[src/rtl/core/frf_pkg.sv]
// types and constants shared by the frame rate fixing fifo
// no dependencies
`default_nettype none

package frf_pkg;

	localparam int DEPTH_DEF       = 16;
	localparam int HANDLE_BITS_DEF = 32;
	localparam int HANDLE_W        = 32;
	localparam int LEVEL_W         = 5;
	localparam int CAP_W           = 5;
	localparam logic [CAP_W-1:0] CAP_RESET = 5'd16;

	typedef enum logic {
		CMD_PUSH = 1'b0,
		CMD_POP  = 1'b1
	} frf_cmd_t;

	typedef struct packed {
		frf_cmd_t              command;
		logic [HANDLE_W-1:0]   frame_handle;
	} frf_in_t;

	typedef struct packed {
		logic [HANDLE_W-1:0]   out_handle;
		logic                  out_valid;
		logic                  repeated;
		logic                  dropped_oldest;
		logic                  rejected;
		logic [LEVEL_W-1:0]    level;
	} frf_res_t;

	typedef struct packed {
		logic                  pop_hit;
		logic                  repeated;
		logic                  dropped_oldest;
		logic                  rejected;
		logic [LEVEL_W-1:0]    level;
	} frf_flags_t;

endpackage

`default_nettype wire

[src/rtl/core/frf_mem.sv]
// handle storage: one write port, one registered read port
// no package dependencies
`default_nettype none

module frf_mem #(
	parameter int DEPTH = 16,
	parameter int WIDTH = 32,
	localparam int AW   = $clog2(DEPTH)
) (
	input  wire logic             clk,
	input  wire logic             we,
	input  wire logic [AW-1:0]    waddr,
	input  wire logic [WIDTH-1:0] wdata,
	input  wire logic             re,
	input  wire logic [AW-1:0]    raddr,
	output logic      [WIDTH-1:0] rdata
);

	logic [WIDTH-1:0] mem_q [DEPTH];

	always_ff @(posedge clk) begin
		if (we) begin
			mem_q[waddr] <= wdata;
		end
	end

	always_ff @(posedge clk) begin
		if (re) begin
			rdata <= mem_q[raddr];
		end
	end

endmodule

`default_nettype wire

[src/rtl/core/frf_ctrl.sv]
// queue control: capacity register, pointers, level and request stage
// depends on frf_pkg
`default_nettype none

module frf_ctrl
	import frf_pkg::*;
#(
	parameter int DEPTH       = DEPTH_DEF,
	parameter int HANDLE_BITS = HANDLE_BITS_DEF,
	localparam int AW         = $clog2(DEPTH),
	localparam int CW         = $clog2(DEPTH + 1),
	localparam int CMPW       = (CW > CAP_W) ? CW : CAP_W
) (
	input  wire logic                   clk,
	input  wire logic                   arst_n,
	input  wire logic                   cfg_we,
	input  wire logic [CAP_W-1:0]       cfg_wdata,
	input  wire logic                   in_valid,
	output logic                        in_ready,
	input  wire frf_in_t                in_data,
	input  wire logic                   advance,
	output logic                        valid_s1,
	output frf_flags_t                  flags_s1,
	output logic                        mem_we,
	output logic      [AW-1:0]          mem_waddr,
	output logic      [HANDLE_BITS-1:0] mem_wdata,
	output logic                        mem_re,
	output logic      [AW-1:0]          mem_raddr
);

	logic [CAP_W-1:0] capacity_q;
	logic [AW-1:0]    head_q, tail_q, head_d, tail_d;
	logic [CW-1:0]    count_q, count_d;
	logic [CMPW-1:0]  cap_ext, eff_cap;
	logic             accept, is_push, is_null, full;
	frf_flags_t       flags_d;

	function automatic logic [AW-1:0] next_slot(input logic [AW-1:0] p);
		return (p == AW'(DEPTH - 1)) ? '0 : p + AW'(1);
	endfunction

	assign in_ready  = !valid_s1 || advance;
	assign accept    = in_valid && in_ready;
	assign is_push   = (in_data.command == CMD_PUSH);
	assign mem_wdata = HANDLE_BITS'(in_data.frame_handle);
	assign is_null   = (mem_wdata == '0);

	assign cap_ext = CMPW'(capacity_q);
	assign eff_cap = (capacity_q == '0) ? CMPW'(1) :
		((cap_ext > CMPW'(DEPTH)) ? CMPW'(DEPTH) : cap_ext);
	assign full    = CMPW'(count_q) >= eff_cap;

	always_comb begin
		head_d    = head_q;
		tail_d    = tail_q;
		count_d   = count_q;
		mem_we    = 1'b0;
		mem_re    = 1'b0;
		mem_waddr = tail_q;
		mem_raddr = head_q;
		flags_d   = '0;
		if (accept) begin
			if (is_push) begin
				if (is_null) begin
					flags_d.rejected = 1'b1;
				end else begin
					mem_we = 1'b1;
					tail_d = next_slot(tail_q);
					if (full) begin
						// evict oldest, level stays
						head_d                 = next_slot(head_q);
						flags_d.dropped_oldest = 1'b1;
					end else begin
						count_d = count_q + CW'(1);
					end
				end
			end else if (count_q == CW'(1)) begin
				mem_re           = 1'b1;
				flags_d.pop_hit  = 1'b1;
				flags_d.repeated = 1'b1;
			end else if (count_q != '0) begin
				mem_re          = 1'b1;
				flags_d.pop_hit = 1'b1;
				head_d          = next_slot(head_q);
				count_d         = count_q - CW'(1);
			end
		end
		flags_d.level = LEVEL_W'(count_d);
	end

	always_ff @(posedge clk or negedge arst_n) begin
		if (!arst_n) begin
			capacity_q <= CAP_RESET;
			head_q     <= '0;
			tail_q     <= '0;
			count_q    <= '0;
			valid_s1   <= 1'b0;
		end else begin
			if (cfg_we) begin
				capacity_q <= cfg_wdata;
			end
			head_q  <= head_d;
			tail_q  <= tail_d;
			count_q <= count_d;
			if (accept) begin
				valid_s1 <= 1'b1;
			end else if (advance) begin
				valid_s1 <= 1'b0;
			end
		end
	end

	always_ff @(posedge clk) begin
		if (accept) begin
			flags_s1 <= flags_d;
		end
	end

endmodule

`default_nettype wire

[src/rtl/core/frame_rate_fixing_fifo_top.sv]
// frame rate fixing fifo, top level: control, handle memory, result register
// depends on frf_pkg, frf_ctrl, frf_mem
//
//   port group   dir   handshake             payload
//   in           in    in_valid/in_ready     frf_in_t  in_data
//   res          out   res_valid/res_ready   frf_res_t res_data
//   cfg          in    cfg_we                cfg_wdata (capacity)
//
// one item per cycle while the result is not stalled; memory read and flags are taken
// at the input edge; the result register loads them and raises res_valid when free
// asynchronous reset clears pointers and level, sets capacity to 16; no clearing pass
// a stalled result holds the request stage; input is refused only while both are full
`default_nettype none

module frame_rate_fixing_fifo_top
	import frf_pkg::*;
#(
	parameter int DEPTH       = DEPTH_DEF,
	parameter int HANDLE_BITS = HANDLE_BITS_DEF
) (
	input  wire logic             clk,
	input  wire logic             arst_n,
	input  wire logic             cfg_we,
	input  wire logic [CAP_W-1:0] cfg_wdata,
	input  wire logic             in_valid,
	output logic                  in_ready,
	input  wire frf_in_t          in_data,
	output logic                  res_valid,
	input  wire logic             res_ready,
	output frf_res_t              res_data
);

	localparam int AW = $clog2(DEPTH);

	logic                   valid_s1, advance;
	frf_flags_t             flags_s1;
	logic                   mem_we, mem_re;
	logic [AW-1:0]          mem_waddr, mem_raddr;
	logic [HANDLE_BITS-1:0] mem_wdata, mem_rdata;

	assign advance = valid_s1 && (!res_valid || res_ready);

	frf_ctrl #(
		.DEPTH       (DEPTH),
		.HANDLE_BITS (HANDLE_BITS)
	) u_ctrl (
		.clk       (clk),
		.arst_n    (arst_n),
		.cfg_we    (cfg_we),
		.cfg_wdata (cfg_wdata),
		.in_valid  (in_valid),
		.in_ready  (in_ready),
		.in_data   (in_data),
		.advance   (advance),
		.valid_s1  (valid_s1),
		.flags_s1  (flags_s1),
		.mem_we    (mem_we),
		.mem_waddr (mem_waddr),
		.mem_wdata (mem_wdata),
		.mem_re    (mem_re),
		.mem_raddr (mem_raddr)
	);

	frf_mem #(
		.DEPTH (DEPTH),
		.WIDTH (HANDLE_BITS)
	) u_mem (
		.clk   (clk),
		.we    (mem_we),
		.waddr (mem_waddr),
		.wdata (mem_wdata),
		.re    (mem_re),
		.raddr (mem_raddr),
		.rdata (mem_rdata)
	);

	always_ff @(posedge clk or negedge arst_n) begin
		if (!arst_n) begin
			res_valid <= 1'b0;
		end else if (advance) begin
			res_valid <= 1'b1;
		end else if (res_ready) begin
			res_valid <= 1'b0;
		end
	end

	always_ff @(posedge clk) begin
		if (advance) begin
			res_data.out_handle     <= flags_s1.pop_hit ? HANDLE_W'(mem_rdata) : '0;
			res_data.out_valid      <= flags_s1.pop_hit;
			res_data.repeated       <= flags_s1.repeated;
			res_data.dropped_oldest <= flags_s1.dropped_oldest;
			res_data.rejected       <= flags_s1.rejected;
			res_data.level          <= flags_s1.level;
		end
	end

endmodule

`default_nettype wire

[config.mk]
export PLATFORM = sky130hd
export DESIGN_NAME = frame_rate_fixing_fifo_top
export DESIGN_NICKNAME = d
export VERILOG_FILES = /design/src/rtl/core/frf_pkg.sv /design/src/rtl/core/frf_mem.sv /design/src/rtl/core/frf_ctrl.sv /design/src/rtl/core/frame_rate_fixing_fifo_top.sv
export SDC_FILE = /design/constraint.sdc
export NUM_CORES = 1
export LEC_CHECK = 0
export BUFFER_PORTS_ARGS = -buffer_cell sky130_fd_sc_hd__buf_2
export CORE_UTILIZATION = 50
export CTS_CLUSTER_SIZE = 24
export DETAILED_ROUTE_END_ITERATION = 8
export PLACE_DENSITY_LB_ADDON = 0.05
export SLEW_MARGIN = 20
export SYNTH_ARGS = -nofsm -noshare
export SYNTH_HDL_FRONTEND = slang
export SYNTH_SLANG_ARGS = --single-unit
[constraint.sdc]
create_clock -name clk -period 5 [get_ports clk]
set_input_delay 0.5 -clock clk [delete_from_list [all_inputs] [get_ports clk]]
set_output_delay 0.5 -clock clk [all_outputs]
set_load 0.01 [all_outputs]
# Yosys cells after proc, flatten, opt, wreduce, memory -nomap -nowiden
# Memories as Yosys holds them, arrays and structs flattened. A register that Yosys moved wholly into a read port is not among the register bits.
# Index checks and enable logic that the tools add are counted.
# word_totals
regBits,70
latch_bits,0
ram_bits,512
mem_bits_ro,0
wordCells,78
mem_count,1
# classes
add_sub_neg,4
mul,0
n_div,0
order_cmp,2
eq_ne,6
shifts,0
mux,31
n_bitwise,2
n_reduce_logical,15
# memory_table
name,words,word_bits,read_ports,rd_ports_with_merged_regs,write_ports,line,rtl
u_mem.mem_q,16,32,1,1,1,frf_mem.sv:19,logic [WIDTH-1:0] mem_q [DEPTH];
# ops
cell,n
5-bit two-way mux,8
32-bit zero test,1
4-bit two-way mux,7
1-bit two-way mux,16
4-bit by 1-bit adder with 4-bit output (second input constant),2
4-bit == test (second input constant),2
2-bit nonzero test,3
5-bit by 1-bit adder with 5-bit output (second input constant),1
5-bit by 1-bit == test with 1-bit output (second input constant),1
5-bit >= comparator,1
5-bit greater-than comparator (second input constant),1
5-bit zero test,1
5-bit AND reduction,1
5-bit nonzero test,1
5-bit by 1-bit subtractor with 5-bit output (second input constant),1
2-bit != test (second input constant),2
3-bit AND reduction,1
1-bit logical AND,2
1-bit zero test,2
1-bit logical OR,2
2-bit by 1-bit != test with 1-bit output (second input constant),1
1-bit inverter,2
2-bit OR reduction,1

# Logic depth before layout (Yosys ltp)
# Gate-level depths: netlist of the first run.
# logic_depth
ltp_word,8
ltp_mapped,10
ltp_nobuf,10

# Cells and area by module
# Synthesis of the first run repeated with hierarchy kept, for this count alone.
# unflattened
hier_cells,1110
area_unflattened_um2,23586.4
# by_module_without_submodules
module,instances,cells_per_inst,area_per_inst_um2
frf_mem,1,838,20155.6
frf_ctrl,1,192,1900.6
frame_rate_fixing_fifo_top,1,80,1530.2

# Worst setup path before layout of the first run
# OpenSTA, ideal clock, no wires.
# synth_timing
path_kind,input to register
startpoint,in res_ready
endpoint,mem u_mem.mem_q[3][0] (enable)
arrival_ns,3.656
t_required_ns,4.539
setup_slack_ns,0.883
stages,5
n_path_buf,0
path_cell_list,nand3b_1 > nand2_2 > nor3_2 > nand2_1 > nor3_1
# synth_via
elab_chain_len,7
# synth_lines
element,line,rtl
from (decl),frame_rate_fixing_fifo_top.sv:29,"input wire logic res_ready,"
1-bit logical OR,frame_rate_fixing_fifo_top.sv:41,assign advance = valid_s1 && (!res_valid || res_ready);
1-bit logical AND,frame_rate_fixing_fifo_top.sv:41,
1-bit logical OR,frf_ctrl.sv:42,assign in_ready = !valid_s1 || advance;
1-bit logical AND,frf_ctrl.sv:43,assign accept = in_valid && in_ready;
1-bit two-way mux,frf_ctrl.sv:62,if (accept) begin
1-bit two-way mux,frf_mem.sv:22,if (we) begin
1-bit two-way mux (implied by the code),frf_mem.sv:23,mem_q[waddr] <= wdata;
to (decl),frf_mem.sv:19,
# No other way between the ends.

# Final worst setup path of the first run
# layout_timing
startpoint,reg res_valid
endpoint,mem u_mem.mem_q[11][27] (enable)
# layout_via
elab_chain_len,8
# layout_lines
element,line,rtl
from (decl),frame_rate_fixing_fifo_top.sv:28,"output logic res_valid,"
from (signal assigned),frame_rate_fixing_fifo_top.sv:79,res_valid <= 1'b0;
from (signal assigned),frame_rate_fixing_fifo_top.sv:81,res_valid <= 1'b1;
from (signal assigned),frame_rate_fixing_fifo_top.sv:83,res_valid <= 1'b0;
1-bit zero test,frame_rate_fixing_fifo_top.sv:41,
1-bit logical OR,frame_rate_fixing_fifo_top.sv:41,
1-bit logical AND,frame_rate_fixing_fifo_top.sv:41,
1-bit logical OR,frf_ctrl.sv:42,
1-bit logical AND,frf_ctrl.sv:43,
1-bit two-way mux,frf_ctrl.sv:62,
1-bit two-way mux,frf_mem.sv:22,
1-bit two-way mux (implied by the code),frf_mem.sv:23,
# No other way between the ends.

==> impl_metrics.ini, run 1 <==
[logic_synthesis]
synth_most_common_cell = edfxtp_1
yosys-top-cells-area = edfxtp_1 75%, mux4_2 6.1%, mux2i_1 4.4%
ys_ff_latch = 614
syn_avg_cell_area_sq_um = 19.0
synth-edff-count = 594
yosys-top-cells-count = 594 x edfxtp_1, 104 x mux2i_1, 65 x o21ai_0
yosysUniqueCellTypes = 45
async_flop_share_pct = 3.26
ys.flop_type = edfxtp_1
synth_top_area_cell = edfxtp_1
syn-num-nets = 1298
synth_cells = 1242
syn-cell-area_sq_mm = 0.0236
seq_area_frac_synth_pct = 77.6
synth_top_area_share_pct = 75.5
yosysWarningCount = 0

[setup_path]
worst-endpoint-required_ns = 5.26
crit_type = reg -> reg
cp_slowest_cell = nor2_4
crit_path_max_incr_delay_ns = 0.63
crit_chain = nand3b_1 -> nand2_2 -> nor3_2 -> nand2_1 -> nor2_4 -> buf_4
crit_arrival_ns = 3.43
cp-start-kind = flip-flop
crit_path_end_kind = flip-flop
crit_path_max_fanout = 20

[clock_network]
cts_sinks = 614
clkTransAtPathRegs_ns = 0.06
cts_root_buf = clkbuf_16
ctsResizeCount = 0
cts_tree = built
cts_inserted_buffers = 61
h-tree-depth = 2
cts.path.max_buffers = 3
clk_latency_ns = 0.62
postCtsSetupBuffers = 0

[hold_path]
hold_path.class = in -> reg

[detailed_routing]
drt_iter0_markers = 940
wl_mm = 51.5
wl_per_cell_um = 25.4
dr.pass1.iters = 7
drcViolationCount = 0
antenna_left = 0
vias = 11700
viasPerCell = 5.79

[cells_and_area]
fin_area_sq_mm = 0.0272
fillers = 3448
nets = 1425
synthToLayoutAreaGrowth_pct = 15.1
multi_input_area_sq_mm = 0.00513
area.sequential_sq_mm = 0.0183
fin_cells = 2028
drive_above_1_share_pct = 24.1
num_antenna_cells = 0

[grt]
grt_overflow = 0
grt_pass1_wl_mm = 76.8
grt.total_usage_pct = 22.1
grt_pass1_vias = 11900
grt_max_degree = 56
antenna_found_initial = 1

[placed_design]
numPortBuffers = 85
dpl_cell_area_sq_mm = 0.0250
post-dp-hpwl_mm = 29.0
dp.cells = 1912
gp_congestion = 0.759

[sta]
rsz0062_at_grt = no
fmax_mhz = 315
finalSetupViolCount = 0
worst_pin_slew_ns = 1.12
layout_min_cycle_time_ns = 3.18
final_hold_viol_count = 0
slew_violations = 0
tns_ns = 0
skew_ns = 0.0186
fin_crit_sh_pct = 63.5
max_slew_margin_pct = 25.2

[floorplanning]
dieWidth_um = 219
io_pins = 86
fp-row-count = 79
core_area_sq_mm = 0.0466
die_area_sq_mm = 0.0481
initial_core_util_pct = 50.8
die_h_um = 219

[outcome]
outcome = finished clean

[job]
maxCapViolCount = 0

[power]
irDropWorstVdd_uv = 397
p_leak_nw = 9.17
powerDensity_mw_per_mm2 = 537
==> critical path: cells and delay by family (launching register included) <==
kind,cells,cell delay (ns)
buffers and inverters,1,0.52
flip-flops,1,0.39
AND/OR/NAND/NOR,5,1.88
==> through the flow <==
stage	setup WS (ns)	hold slack, ns	power [W]	util [%]
finish	1.82	0.0993	0.0146	58.4
global route	1.62	0.0947	0.0152	58.4
CTS	1.79	0.0611	0.0147	58.4
detailed placement	1.38	0.405	0.00984	53.7
global placement	1.43	0.407	0.00983	53.7
floorplan	0.883	0.204	0.00874	-
==> metal layers <==
layer  part of all wire, %  GRT usage, %  wire, um
met5                 0.023             0        12
met4                   2.8          7.38      1460
met3                   4.7          3.20      2430
met2                    47          34.8     24400
met1                    45          31.8     23200
==> area by class of cell <==
cell class | instances | share of cell area [%]
Inverter | 7 | 0.0966
Sequential cell | 614 | 67.5
Clock buffer | 72 | 5.96
Clock inverter | 43 | 2.03
Multi-Input combinational cell | 562 | 18.8
Tap cell | 607 | 2.79
Timing Repair Buffer | 123 | 2.81
==> placed cells by master, fill, tap and decap left out, drive strengths merged, types with 2 or more instances in the layout <==
master and instances:
clkinv 26, mux4 64, a31oi 3, nor4 11, buf 122, xnor2 3, edfxtp 594, o21ai 66
mux2i 104, clkbuf 72, nor2b 2, a22o 2, a21oi 32, a221oi 32, dfrtp 19, clkinvlp 4
nand3 9, inv 7, mux2 33, nor3 9, nand2b 7, nor2 24, and2 36, nand3b 2
a22oi 34, o31ai 2, ha 13, bufinv 13, nand2 64
==> path summary, 6_finish.rpt <==
kind | slack, ns | cells after the start | start | endpoint
worst max-delay path | 1.82 | 6 | res_valid | u_mem.mem_q[11][27]
worst max register to register | 1.82 | 6 | res_valid | u_mem.mem_q[11][27]
min in group asynchronous | 0.39 | 2 | arst_n | u_ctrl.cap_ext[1]
worst min-delay path | 0.1 | 2 | in_valid | u_ctrl.valid_s1
max in group asynchronous | 4.23 | 2 | arst_n | u_ctrl.mem_raddr[1]
worst min register to register | 0.42 | 0 | u_ctrl.flags_s1[4] | res_data[4]
==> report_power, final <==
| part | total (W) | switching, W | internal (W) |
|---|---|---|---|
| registers | 0.00641 | 0.000348 | 0.00606 |
| logic | 0.00330 | 0.00189 | 0.00141 |
| clock network | 0.00489 | 0.00192 | 0.00298 |
==> cells by family after synthesis <==
family	count (synthesis)	synth area share, %
flops	614	77.6
mux	201	12.1
compound gates	177	4.78
simple gates	167	3.48
buf+inv	66	1.23
fa+ha+maj	13	0.688
xor+xnor	4	0.148
==> flip-flops by register name, indices dropped and copies added (netlist names), 4 cells and up <==
name	cells
u_mem.rdata	32
u_ctrl.count_q	5
u_ctrl.mem_raddr	4
u_mem.mem_q	512
u_ctrl.cap_ext	5
u_ctrl.mem_waddr	4
u_ctrl.flags_s1	9
res_data	41
==> repair_timing <==
| action | in CTS | in global routing |
|---|---|---|
| hold buffers | 1 | 0 |
| endpoints found under the hold margin | 19 | 0 |
| setup endpoints to repair | 0 | 0 |
Note: power is estimated with default switching activity, not from simulation.
==> inputs of run 2 (changes only) <==
==> constraint.sdc (replaced) <==
create_clock -name clk -period 2.9 [get_ports clk]
set_input_delay 0.29 -clock clk [delete_from_list [all_inputs] [get_ports clk]]
set_output_delay 0.29 -clock clk [all_outputs]
set_load 0.01 [all_outputs]
==> run 2 against run 1 <==
Sequential power grew 70%. Register-to-register slack lost 1.6 ns. Worst hold slack lost 0.025 ns. Fmax grew 18%. Critical endpoint is now u_mem.mem_q[8][3]. Largest power group unchanged. Highest routed layer is now met4.
==> impl_metrics.ini, run 2 (same netlist as run 1, synthesis figures left out) <==
[hold_path]
hold_path.class = in -> reg

[cells_and_area]
top_register = u_mem.mem_q
drive_above_1_share_pct = 26.8
final_common_cell = edfxtp_1
top_regs = u_mem.mem_q x512, res_data x41, u_mem.rdata x32
area.sequential_sq_mm = 0.0183
fin_cells = 2121
num_antenna_cells = 0
multi_input_area_sq_mm = 0.00515
largest_reg_flops = 512
layout_common_cells = 594 x edfxtp_1, 104 x mux2i_1, 85 x buf_2
fillers = 3408
synthToLayoutAreaGrowth_pct = 19.4
nets = 1523

[setup_path]
crit_cells = 7
crit_path_max_fanout = 10
r2r_start = res_valid
crit_path_max_incr_delay_ns = 0.53
r2r_slack_ns = 0.21
crit_chain = nand3b_1 -> nand2_2 -> nor3_2 -> nand2_1 -> buf_4 -> nor2_4 -> buf_12
cp-start-kind = flip-flop
cp_top_family = simple AND/OR/NAND/NOR gates
cp_slowest_cell = nor3_2
crit_arrival_ns = 3.00
startpoint = res_valid
crit_end = u_mem.mem_q[8][3]
crit_type = reg -> reg
r2r_end = u_mem.mem_q[8][3]
cp.buffers_inverters = 2
worst-endpoint-required_ns = 3.21
crit_path_end_kind = flip-flop
r2r_cells = 7

[power]
irDropWorstVdd_uv = 561
powerDensity_mw_per_mm2 = 871
p_leak_nw = 9.62

[sta]
rsz0062_at_grt = no
worst_pin_slew_ns = 0.775
slew_violations = 0
skew_ns = 0.0190
fin_crit_sh_pct = 92.8
tns_ns = 0
final_hold_viol_count = 0
finalSetupViolCount = 0
layout_min_cycle_time_ns = 2.69
max_slew_margin_pct = 48.2
fmax_mhz = 372

[detailed_routing]
wl_per_cell_um = 26.0
drt_iter0_markers = 989
wl_mm = 55.2
drcViolationCount = 0
viasPerCell = 5.77
vias = 12200
antenna_left = 0
dr.pass1.iters = 5

[grt]
grt_overflow = 0
grt_pass1_wl_mm = 81.7
grt_pass1_vias = 12500
grt_max_degree = 47
grt.total_usage_pct = 23.8
antenna_found_initial = 2

[clock_network]
cts_root_buf = clkbuf_16
cts_inserted_buffers = 61
cts_tree = built
clkTransAtPathRegs_ns = 0.06
cts.path.max_buffers = 3
h-tree-depth = 2
ctsResizeCount = 0
cts_sinks = 614
clk_latency_ns = 0.62

[floorplanning]
initial_core_util_pct = 50.8
core_area_sq_mm = 0.0466
die_h_um = 219
die_area_sq_mm = 0.0481
io_pins = 86
fp-row-count = 79
dieWidth_um = 219

[placed_design]
gp_congestion = 0.779
dp.cells = 1985
numPortBuffers = 85
post-dp-hpwl_mm = 33.8

[outcome]
outcome = finished clean

[job]
maxCapViolCount = 0
[run 2: cell count changes in the layout (fill, tap and decap cells not counted), sizes merged]
cell         change
buf             +80
dlygate4sd3     +18
bufinv           -9
clkbuf           +5
clkinvlp         -2
inv              +1
[run 2: routing by layer]
metal  track usage [%]  routed length, um  vias up
met2              38.6              27000      340
met5                 0                  0        -
li1                  -                  -     5479
met4              6.41               1020        0
met1              34.0              24500     6361
met3              3.16               2710       67
[run 2: worst min-delay path by stage]
stage,start,to,slack (ns),cells after the start
after CTS,in_data[24],u_mem.mem_q[0][24],0.04,2
after detailed placement,arst_n,u_ctrl.count_q[0],0.30,1
after global routing,in_data[24],u_mem.mem_q[0][24],0.08,2
after floorplan,arst_n,res_valid,-0.006,0
after global placement,arst_n,u_ctrl.count_q[3],0.30,1
final,in_data[24],u_mem.mem_q[1][24],0.07,2
[run 2: worst register-to-register path: cells and delay by family (launching register included)]
family / cells / cell delay (ns)
AND/OR/NAND/NOR: 5 / 1.56
flip-flops: 1 / 0.39
buffers and inverters: 2 / 0.45
[run 2: timing repair]
item | in CTS | in global routing
hold buffers | 19 | 0
endpoints found under the hold margin | 45 | 0
setup endpoints to repair | 0 | 50
buffers inserted | 0 | 7
[run 2: cell type report]
type	instances	area share, %
Sequential cell	614	65.0
Multi-Input combinational cell	562	18.2
Timing Repair Buffer	221	7.38
Clock buffer	77	5.69
Tap cell	607	2.69
Clock inverter	33	0.909
Inverter	7	0.0931
[run 2: through the flow]
step | total power, W | area (sq um) | hold WS (ns) | utilization [%] | worst slack [ns]
after floorplan | 0.0151 | 23700 | -0.00559 | - | -0.281
after global placement | 0.0173 | 26100 | 0.304 | 56.0 | -0.126
after detailed placement | 0.0174 | 26100 | 0.304 | 56.0 | -0.184
after CTS | 0.0248 | 28100 | 0.0447 | 60.4 | 0.00873
after global routing | 0.0256 | 28200 | 0.0777 | 60.6 | 0.0530
final | 0.0246 | 28200 | 0.0739 | 60.6 | 0.210
[run 2: report_power, final]
part	switching [W]	internal (W)	total (W)
clock	0.00319	0.00424	0.00743
combinational	0.00355	0.00272	0.00627
sequential	0.000428	0.0105	0.0109
total	0.00717	0.0174	0.0246
==> inputs of run 3 (changes only) <==
--- a/config.mk
+++ b/config.mk
@@ -10,6 +10,7 @@
 export CTS_CLUSTER_SIZE = 24
 export DETAILED_ROUTE_END_ITERATION = 8
 export PLACE_DENSITY_LB_ADDON = 0.05
+export SETUP_SLACK_MARGIN = 0.3
 export SLEW_MARGIN = 20
 export SYNTH_ARGS = -nofsm -noshare
 export SYNTH_HDL_FRONTEND = slang
==> run 3 against run 2 <==
Via count shrank 0.71%. Register-to-register slack gained 0.31 ns. Routed wire length fell by 1.7%. Sequential power is essentially flat. Worst hold slack got worse by 0.0079 ns. Clock power up 6.2%. Flip-flop and latch count stayed put. Power grew 2.2%. Design area rose by 0.84%. Clock-buffer cell count is 10 lower. Critical path type is now in -> reg. Largest cell class unchanged.
==> impl_metrics.ini, run 3 (same netlist as run 1, synthesis figures left out) <==
[clock_network]
cts.path.max_buffers = 3
cts_tree = built
clkTransAtPathRegs_ns = 0.06
clk_latency_ns = 0.62
postCtsSetupBuffers = 0
cts_sinks = 614
cts_inserted_buffers = 60
cts_root_buf = clkbuf_16
h-tree-depth = 2

[cells_and_area]
synthToLayoutAreaGrowth_pct = 20.4
top_regs = u_mem.mem_q x512, res_data x41, u_mem.rdata x32
largest_reg_flops = 512
nets = 1515
num_antenna_cells = 0
final_common_cell = edfxtp_1
drive_above_1_share_pct = 27.8
layout_common_cells = 594 x edfxtp_1, 104 x mux2i_1, 85 x buf_2
top_register = u_mem.mem_q

[outcome]
outcome = finished clean

[detailed_routing]
viasPerCell = 5.74
drcViolationCount = 0
drt_iter0_markers = 917
wl_mm = 54.3
antenna_left = 0
vias = 12200
dr.pass1.iters = 5
wl_per_cell_um = 25.6

[setup_path]
cp_slowest_cell = or4_4
crit_arrival_ns = 2.86
crit_chain = dlygate4sd3_1 -> buf_2 -> nor4_1 -> nand2_2 -> or4_4 -> nand2_1 -> mux2i_1 -> nand3_1
r2r_slack_ns = 0.52
crit_path_max_fanout = 5
crit_path_max_incr_delay_ns = 0.65
crit_path_end_kind = flip-flop
worst-endpoint-required_ns = 3.24
crit_type = in -> reg
cp-start-kind = primary input

[sta]
final_hold_viol_count = 0
fmax_mhz = 397
max_slew_margin_pct = 59.1
layout_min_cycle_time_ns = 2.52
slew_violations = 0
fin_crit_sh_pct = 86.8
skew_ns = 0.0260
finalSetupViolCount = 0
worst_pin_slew_ns = 0.614
rsz0062_at_grt = no
tns_ns = 0
whs_ns = 0.0660
layout_setup_ws_ns = 0.381

[floorplanning]
io_pins = 86
initial_core_util_pct = 50.8
core_area_sq_mm = 0.0466
dieWidth_um = 219
fp-row-count = 79
die_area_sq_mm = 0.0481
die_h_um = 219

[power]
p_leak_nw = 9.71
irDropWorstVdd_uv = 477
powerDensity_mw_per_mm2 = 883

[placed_design]
post-dp-hpwl_mm = 34.3
post-place-ws_ns = 0.142
gp_congestion = 0.802
numPortBuffers = 85

[grt]
grt_pass1_vias = 12300
grt_max_degree = 39
grt_pass1_wl_mm = 80.4
grt_overflow = 0
grt.total_usage_pct = 23.4
antenna_found_initial = 0

[hold_path]
hold_path.class = in -> reg

[job]
maxCapViolCount = 0
-- run 3: worst max-delay path: cells and delay by family --
kind	cells	cell delay, ns
buffers and inverters	2	0.69
multiplexers	1	0.19
AND/OR/NAND/NOR	5	1.67
-- run 3: layer usage --
metal | vias to the layer above | GRT usage [%] | routed length, um | share of wire (%)
met5 | - | 0 | 0 | 0
met4 | 0 | 6.74 | 1160 | 2.1
met3 | 81 | 2.73 | 2140 | 3.9
met2 | 301 | 37.7 | 26500 | 49
met1 | 6317 | 33.6 | 24400 | 45
li1 | 5461 | - | - | -
-- run 3: cell type report --
type,instances,area [sq um]
clock inverter,47,447
clock buffer,67,1570
inverter,7,26.3
fill,3378,18100
tap,607,759
multi-input combinational,562,5170
timing repair buffer,214,2150
sequential,614,18300
-- run 3: repair_timing --
action,CTS,global route
hold endpoints to repair,34,0
hold buffers,17,0
endpoints found under the setup margin,0,58
resized for setup,0,2
-- run 3: final timing paths --
path	from	endpoint	depth (start not counted)
min	in_data[1]	u_mem.mem_q[7][1]	1
max in group asynchronous	arst_n	u_ctrl.mem_raddr[0]	2
max	in_data[26]	u_ctrl.flags_s1[3]	8
min in group asynchronous	arst_n	u_ctrl.valid_s1	2
max reg2reg	u_ctrl.cap_ext[4]	u_ctrl.mem_raddr[1]	9
min reg2reg	u_ctrl.flags_s1[3]	res_data[3]	0
-- run 3: where the power goes --
group          total [W]  internal, W  switching [W]  leakage, nW
Clock            0.00789      0.00460        0.00329        0.991
Combinational    0.00638      0.00280        0.00358         3.11
Sequential        0.0109       0.0104       0.000411         5.61
-- run 3: through the flow --
stage          util (%)  std cells  power [W]  area [sq um]
2_1_floorplan         -       1242     0.0151         23700
3_3_place_gp       56.4       1987     0.0174         26300
3_5_place_dp       56.4       1987     0.0175         26300
4_1_cts            61.1       2118     0.0254         28500
5_1_grt            61.1       2118     0.0262         28500
6_report           61.1       2118     0.0251         28500
